**src/rtl/dopq_pkg.sv**
```systemverilog
`default_nettype none
package dopq_pkg;

  localparam int unsigned SlotCountDef = 16;
  localparam int unsigned SlotSizeDef  = 64;

  localparam int unsigned CfgIdxW  = 1;
  localparam int unsigned CfgDataW = 7;

  localparam logic [CfgIdxW-1:0] CfgSlotsInUse = 1'd0;
  localparam logic [CfgIdxW-1:0] CfgSlotBytes  = 1'd1;

  typedef enum logic [1:0] {
    ActPushByte  = 2'd0,
    ActPushEmpty = 2'd1,
    ActPop       = 2'd2,
    ActReset     = 2'd3
  } action_e;

  typedef enum logic [2:0] {
    StPushed   = 3'd0,
    StRejected = 3'd1,
    StPopped   = 3'd2,
    StEmpty    = 3'd3,
    StTooSmall = 3'd4
  } status_e;

  typedef struct packed {
    logic [1:0] action;
    logic [7:0] data_in;
    logic       end_of_packet;
    logic [7:0] out_capacity;
  } in_item_t;

  typedef struct packed {
    logic [2:0]  status;
    logic [7:0]  data_out;
    logic [6:0]  packet_length;
    logic        final_result;
    logic [4:0]  occupancy;
    logic [4:0]  peak_fill;
    logic [31:0] dropped_total;
    logic [31:0] rejected_total;
    logic [31:0] pushed_total;
    logic [31:0] popped_total;
    logic        queue_full;
  } out_item_t;

  typedef enum logic [2:0] {
    SIdle,
    SCopyRd,
    SCopy,
    SPopRd,
    SPop,
    SEmit
  } state_e;

  // controller -> datapath
  typedef struct packed {
    logic     take;       // latch input item, decode it
    logic     copy_start; // begin staging -> slot copy
    logic     copy_step;  // one byte of the copy
    logic     pop_start;  // begin streaming the head slot
    logic     pop_step;   // advance pop byte pointer
    logic     emit;       // load output register
    logic     emit_pop;   // emitted item is a popped byte
  } cmd_t;

  // datapath -> controller
  typedef struct packed {
    logic need_copy;   // committed packet has bytes to move
    logic need_pop;    // pop with bytes to stream
    logic need_emit;   // item gives one plain result
    logic copy_last;   // current copy byte is the last
    logic pop_last;    // current pop byte is the last
  } sts_t;

endpackage
`default_nettype wire

```
**src/rtl/dopq_ctrl.sv**
```systemverilog
`default_nettype none
module dopq_ctrl (
  input  wire                clk_i,
  input  wire                rst_ni,
  input  wire                in_valid_i,
  output logic               in_stall_o,
  input  wire                out_stall_i,
  input  wire                out_busy_i,
  input  wire dopq_pkg::sts_t sts_i,
  output dopq_pkg::cmd_t     cmd_o
);
  import dopq_pkg::*;

  state_e state_q, state_d;

  always_ff @(posedge clk_i or negedge rst_ni) begin
    if (!rst_ni) begin
      state_q <= SIdle;
    end else begin
      state_q <= state_d;
    end
  end

  // a new output may be loaded when the register is empty or drains now
  logic out_free;
  assign out_free = !out_busy_i || !out_stall_i;

  always_comb begin
    state_d    = state_q;
    cmd_o      = '0;
    in_stall_o = 1'b1;
    case (state_q)
      SIdle: begin
        in_stall_o = 1'b0;
        if (in_valid_i) begin
          cmd_o.take = 1'b1;
          state_d    = SEmit;
        end
      end
      SEmit: begin
        // decoded item sits in the datapath
        if (sts_i.need_copy) begin
          cmd_o.copy_start = 1'b1;
          state_d          = SCopyRd;
        end else if (sts_i.need_pop) begin
          cmd_o.pop_start = 1'b1;
          state_d         = SPopRd;
        end else if (sts_i.need_emit) begin
          if (out_free) begin
            cmd_o.emit = 1'b1;
            state_d    = SIdle;
          end
        end else begin
          state_d = SIdle;
        end
      end
      SCopyRd: begin
        state_d = SCopy;
      end
      SCopy: begin
        cmd_o.copy_step = 1'b1;
        if (sts_i.copy_last) begin
          state_d = SPop; // reuse: go emit push result
        end
      end
      SPopRd: begin
        state_d = SPop;
      end
      SPop: begin
        if (sts_i.need_pop) begin
          if (out_free) begin
            cmd_o.emit     = 1'b1;
            cmd_o.emit_pop = 1'b1;
            cmd_o.pop_step = 1'b1;
            if (sts_i.pop_last) begin
              state_d = SIdle;
            end
          end
        end else if (out_free) begin
          cmd_o.emit = 1'b1;
          state_d    = SIdle;
        end
      end
      default: state_d = SIdle;
    endcase
  end
endmodule
`default_nettype wire

```
**config.mk**
```make
export PLATFORM = sky130hd
export DESIGN_NAME = dopq_ctrl
export DESIGN_NICKNAME = d
export VERILOG_FILES = /design/src/rtl/dopq_pkg.sv /design/src/rtl/dopq_ctrl.sv
export SDC_FILE = /design/constraint.sdc
export NUM_CORES = 1
export LEC_CHECK = 0
export BUFFER_PORTS_ARGS = -buffer_cell sky130_fd_sc_hd__clkbuf_2
export CORE_AREA = 2 2 39 41
export CTS_CLUSTER_SIZE = 20
export DETAILED_ROUTE_END_ITERATION = 6
export DIE_AREA = 0 0 41 43
export PLACE_DENSITY = 0.53
export SYNTH_ARGS = -nofsm -noshare
export SYNTH_HDL_FRONTEND = slang
export SYNTH_SLANG_ARGS = --single-unit
```
**constraint.sdc**
```tcl
create_clock -name clk_i -period 1.9 [get_ports clk_i]
set_clock_uncertainty 0.2 [all_clocks]
set_input_delay 0.095 -clock clk_i [delete_from_list [all_inputs] [get_ports clk_i]]
set_output_delay 0.095 -clock clk_i [all_outputs]
set_load 0.05 [all_outputs]
```
== After elaboration in Yosys (flattened, before gate mapping) ==
Cells that the tools add are included.

* Logic and storage cells: 45
* Output and inout bits: 8
* Input bits: 10
* Flip-flop bits (word level): 3

* Multiplexer cells: 30
* Eq/ne operators: 9
* Reductions and logical operators: 5

{| class="wikitable"
|+ Operator list
! operator !! count
|-
| $mux 3 || 10
|-
| $mux 1 || 18
|-
| $pmux 3 s6 || 1
|-
| $eq 3x2->1 const B || 2
|-
| $eq 3x3->1 const B || 2
|-
| $ne 3x3->1 const B || 2
|-
| $ne 2x2->1 const B || 2
|-
| $reduce_and 4->1 || 1
|-
| $eq 3x1->1 const B || 1
|-
| $logic_not 3->1 || 1
|-
| $logic_not 1->1 || 2
|-
| $pmux 1 s2 || 1
|-
| $logic_or 1x1->1 || 1
|}

== Depth between registers and ports, before layout ==
* Depth after elaboration: 7
* Gate-level depth with buffers: 4
* Depth with buffers taken out: 3

== Worst setup path before layout ==
OpenSTA, ideal clock, no wires.

* Path kind: flip-flop to output port
* Start point: register state_q[0]
* End point: output cmd_o[2] in the netlist's numbering
* Stages on the path, launching flop included: 5
* Path buffers: 2
* Data arrival time: 1.835 ns
* Slack: -0.230 ns
* Required time: 1.605 ns
* Path through: dfrtp_1 > buf_6 > nand4bb_1 > a21oi_1 > buf_4

{| class="wikitable"
|+ RTL lines
! element !! line !! RTL
|-
| start: declaration || dopq_ctrl.sv:14 || <nowiki>state_e state_q, state_d;</nowiki>
|-
| start signal: assignment || dopq_ctrl.sv:18 || <nowiki>state_q <= SIdle;</nowiki>
|-
| start signal: assignment || dopq_ctrl.sv:20 || <nowiki>state_q <= state_d;</nowiki>
|-
| end: declaration || dopq_ctrl.sv:10 || <nowiki>output dopq_pkg::cmd_t cmd_o</nowiki>
|}

==> summary.md <==
| Metric | Value |
|---|---|
| Status | complete, no violations |
| Worst slew pin tran | 381 ps |
| Worst EP required | 1600 ps |
| Num CTS Buffers | 3 |
| Vias in the first global route | 307 |
| Die area | 1760 um2 |
| Top FF cell, synth | dfrtp_1 |
| Synth area leader | dfrtp_1 |
| Post-CTS Hold Buffers | 3 |
| Residual DRC | 0 |
| Synth Area in Compound Gates | 29.4% |
| Net count, final | 68 |
| Post-route minimum period | 1770 ps |
| Pre-antenna DRT Iters | 3 |
| Final instance area | 445 um2 |
| Final Hold Fails | 0 |
| M3 GR Usage | 6.28% |
| Worst Path Buf+Inv | 1 |
| Core Box Area | 1380 um2 |
| P_leak | 0.212 nW |
| Synth Register Bits | 3 |
| Share of layout cells above drive strength 1 | 45.6% |
| Levels on crit path | 3 |
| Async SR Flop Fraction | 100% |
| Non-filler cells, final | 73 |
| Max Freq | 565 MHz |
| Critical path fanouts, max | 9 |
| Top delay family on crit path | simple AND/OR/NAND/NOR gates |
| Number of flops mapped to enable cells by yosys | 0 |
| Placed cell areas | 389 um2 |
| Post-CTS Setup Bufs | 0 |
| First-pass GRT wire length | 1.13 mm |
| Reg2Reg Depth | 3 |
| Mux share of post-synthesis cell area | 0% |
| Post-DRT Antenna Nets | 0 |
| Largest family of logic cells by synthesized area | simple AND/OR/NAND/NOR gates |
| Slowest-stage cell, CP | dfrtp_1 |
| Core Rows | 14 |
| Via density | 4.48 |
| Vias | 327 |
| Gpl congestion | 0.653 |
| Post-Synthesis Net Count | 45 |
| M1 GR Usage | 10.6% |
| Hold path cells | 3 |
| Post-Synth XOR/XNOR Area | 0% |
| Sw Share | 53.3% |
| Clock transition at path regs | 30 ps |
| Die X-Extent | 41 um |
| Biggest regs | state_q x3 |
| Adder-Cell Fraction of Synth Area | 0% |
| Dpl cells | 66 |
| Mapped cell area | 285 um2 |
| Antenna violations before repair | 0 |
| RSZ-0062 raised after global routing | false |
| Max reg flops | 3 |
| Netlist cell types | 21 |
| Met2 usage | 14.4% |
| Synth area leaders | dfrtp_1 26%, nand2b_1 6.6%, a21oi_1 5.3% |
| # IOs | 18 |
| Initial Utilization | 20.6% |
| Hpwl dp | 562 um |
| Most flops, register | state_q |
| Commonest cells in the netlist | 4 x inv_1, 4 x nor2_1 |
| Clock network fraction of total power | 16.1% |
| Critical path startpoint category | flip-flop |
| Synthesis Warnings | 0 |
| Critical path class | flip-flop to output port |
| Final WS setup | 132 ps |
| Resize count post-CTS | 0 |
| Clock Path Buffers | 2 |
| Die Y | 43 um |
| Area grow syn2layout | 56.1% |
| P_sw | 0.371 mW |
| CTS tree | built |
| Routed WL | 742 um |
| WL per Instance | 10.2 um |
| Max incr delay on CP | 460 ps |
| Area share of the largest cell type after synthesis | 26.3% |
| Total GRT Usage | 10.1% |
| Mean Syn Cell Area | 8.15 um2 |
| Mapped Cells | 35 |
| Final Cycle Share | 93.1% |
| Max Transition Viols Final | 0 |
| Pint | 0.324 mW |
| N_diodes | 0 |
| CTS sink cnt | 3 |
| Busiest grt layer | met2 |
| Register area share after synthesis | 26.3% |
| Initial detailed-routing violation count | 4 |
| Crit. End Element | output port |
| Final setup fails | 0 |
| Placement Setup Slack | 376 ps |
| Grt ovf | 0 |
| Post-Route Setup TNS | 0 ps |
| HP Class | input pin to flip-flop |
| Simple-gate share of the synthesized area | 32.5% |
| PD cells | 1560 nW/um2 |
| Share of power burned in registers | 20.7% |
| I/O Buffers | 17 |
| Largest net degree at the start of global routing | 10 |
| Max-cap viol count | 0 |
| Worst skew pair latency | 230 ps |
| CP arrival | 1470 ps |
| Worst-path cell chain | or3_4 -> nor2_2 -> clkbuf_2 |
| # H-tree levels | 1 |
| Worst vdd ir | 508 uV |
| Worst slew margin | 74.0% |
| Comb pwr share | 63.2% |
| Root Buffer | clkbuf_4 |
## metrics by stage
stage	hold slack (ps)	power (mW)	util [%]
2_1_floorplan	-401	0.514	-
3_3_place_gp	-306	0.581	28.1
3_5_place_dp	-303	0.580	28.1
4_1_cts	20.7	0.706	32.2
5_1_grt	33.5	0.751	32.2
6_report	17.6	0.695	32.2
## area by class of cell
| cell class | count | area, um2 |
|---|---|---|
| fillers | 156 | 938 |
| multi-input cells | 26 | 194 |
| repair buffers | 20 | 115 |
| flip-flops and latches | 3 | 75.1 |
| clock buffers | 4 | 26.3 |
| well taps | 16 | 20.0 |
| inverters | 4 | 15.0 |
## final timing paths
kind	startpoint	end	slack [ps]
max	state_q[0]	cmd_o[6]	130
min	sts_i[0]	state_q[0]	20
max reg2reg	state_q[0]	state_q[0]	370
min reg2reg	state_q[1]	state_q[2]	450
max in group asynchronous	rst_ni	state_q[0]	820
min in group asynchronous	rst_ni	state_q[2]	540
## worst min-delay path, delay by kind of cell
family / cells / cell delay [ps]
compound gates: 1 / 80
simple gates: 1 / 150
buf+inv: 1 / 80
## kinds of logic (layout without fill, tap and decap cells)
kind of cell | Yosys count | after routing
AOI/OAI and AO/OA | 11 | 11
buffers and inverters | 6 | 28
DFF | 3 | 3
and+or+nand+nor | 15 | 15
## power groups by stage
stage / clock network, mW / logic [mW] / registers [mW]
4_1_cts: 0.119 / 0.445 / 0.142
2_1_floorplan: 0 / 0.394 / 0.119
6_report: 0.112 / 0.440 / 0.144
5_1_grt: 0.128 / 0.472 / 0.151
3_5_place_dp: 0 / 0.437 / 0.143
3_3_place_gp: 0 / 0.438 / 0.144
## per-layer routing
layer  wire, um  up-vias
met5          0        -
met4          0        0
met3         31        0
met2        396        5
met1        314      148
li1           -      174
## placed cells by master (no fill, tap or decap), drive strengths merged
cell type and instances:
a21oi 3, o31a 1, or3 1, clkbuf 21, o21bai 1, nand2 3
nor2 4, o21a 1, nand2b 3, a311oi 1, inv 4, dfrtp 3
nor3b 1, a2111oi 1, a2bb2oi 1, a32o 1, nand3b 1, a221oi 1
nand4bb 1, nor3 1, dlygate4sd3 3
(Power assumes the default switching activity.)
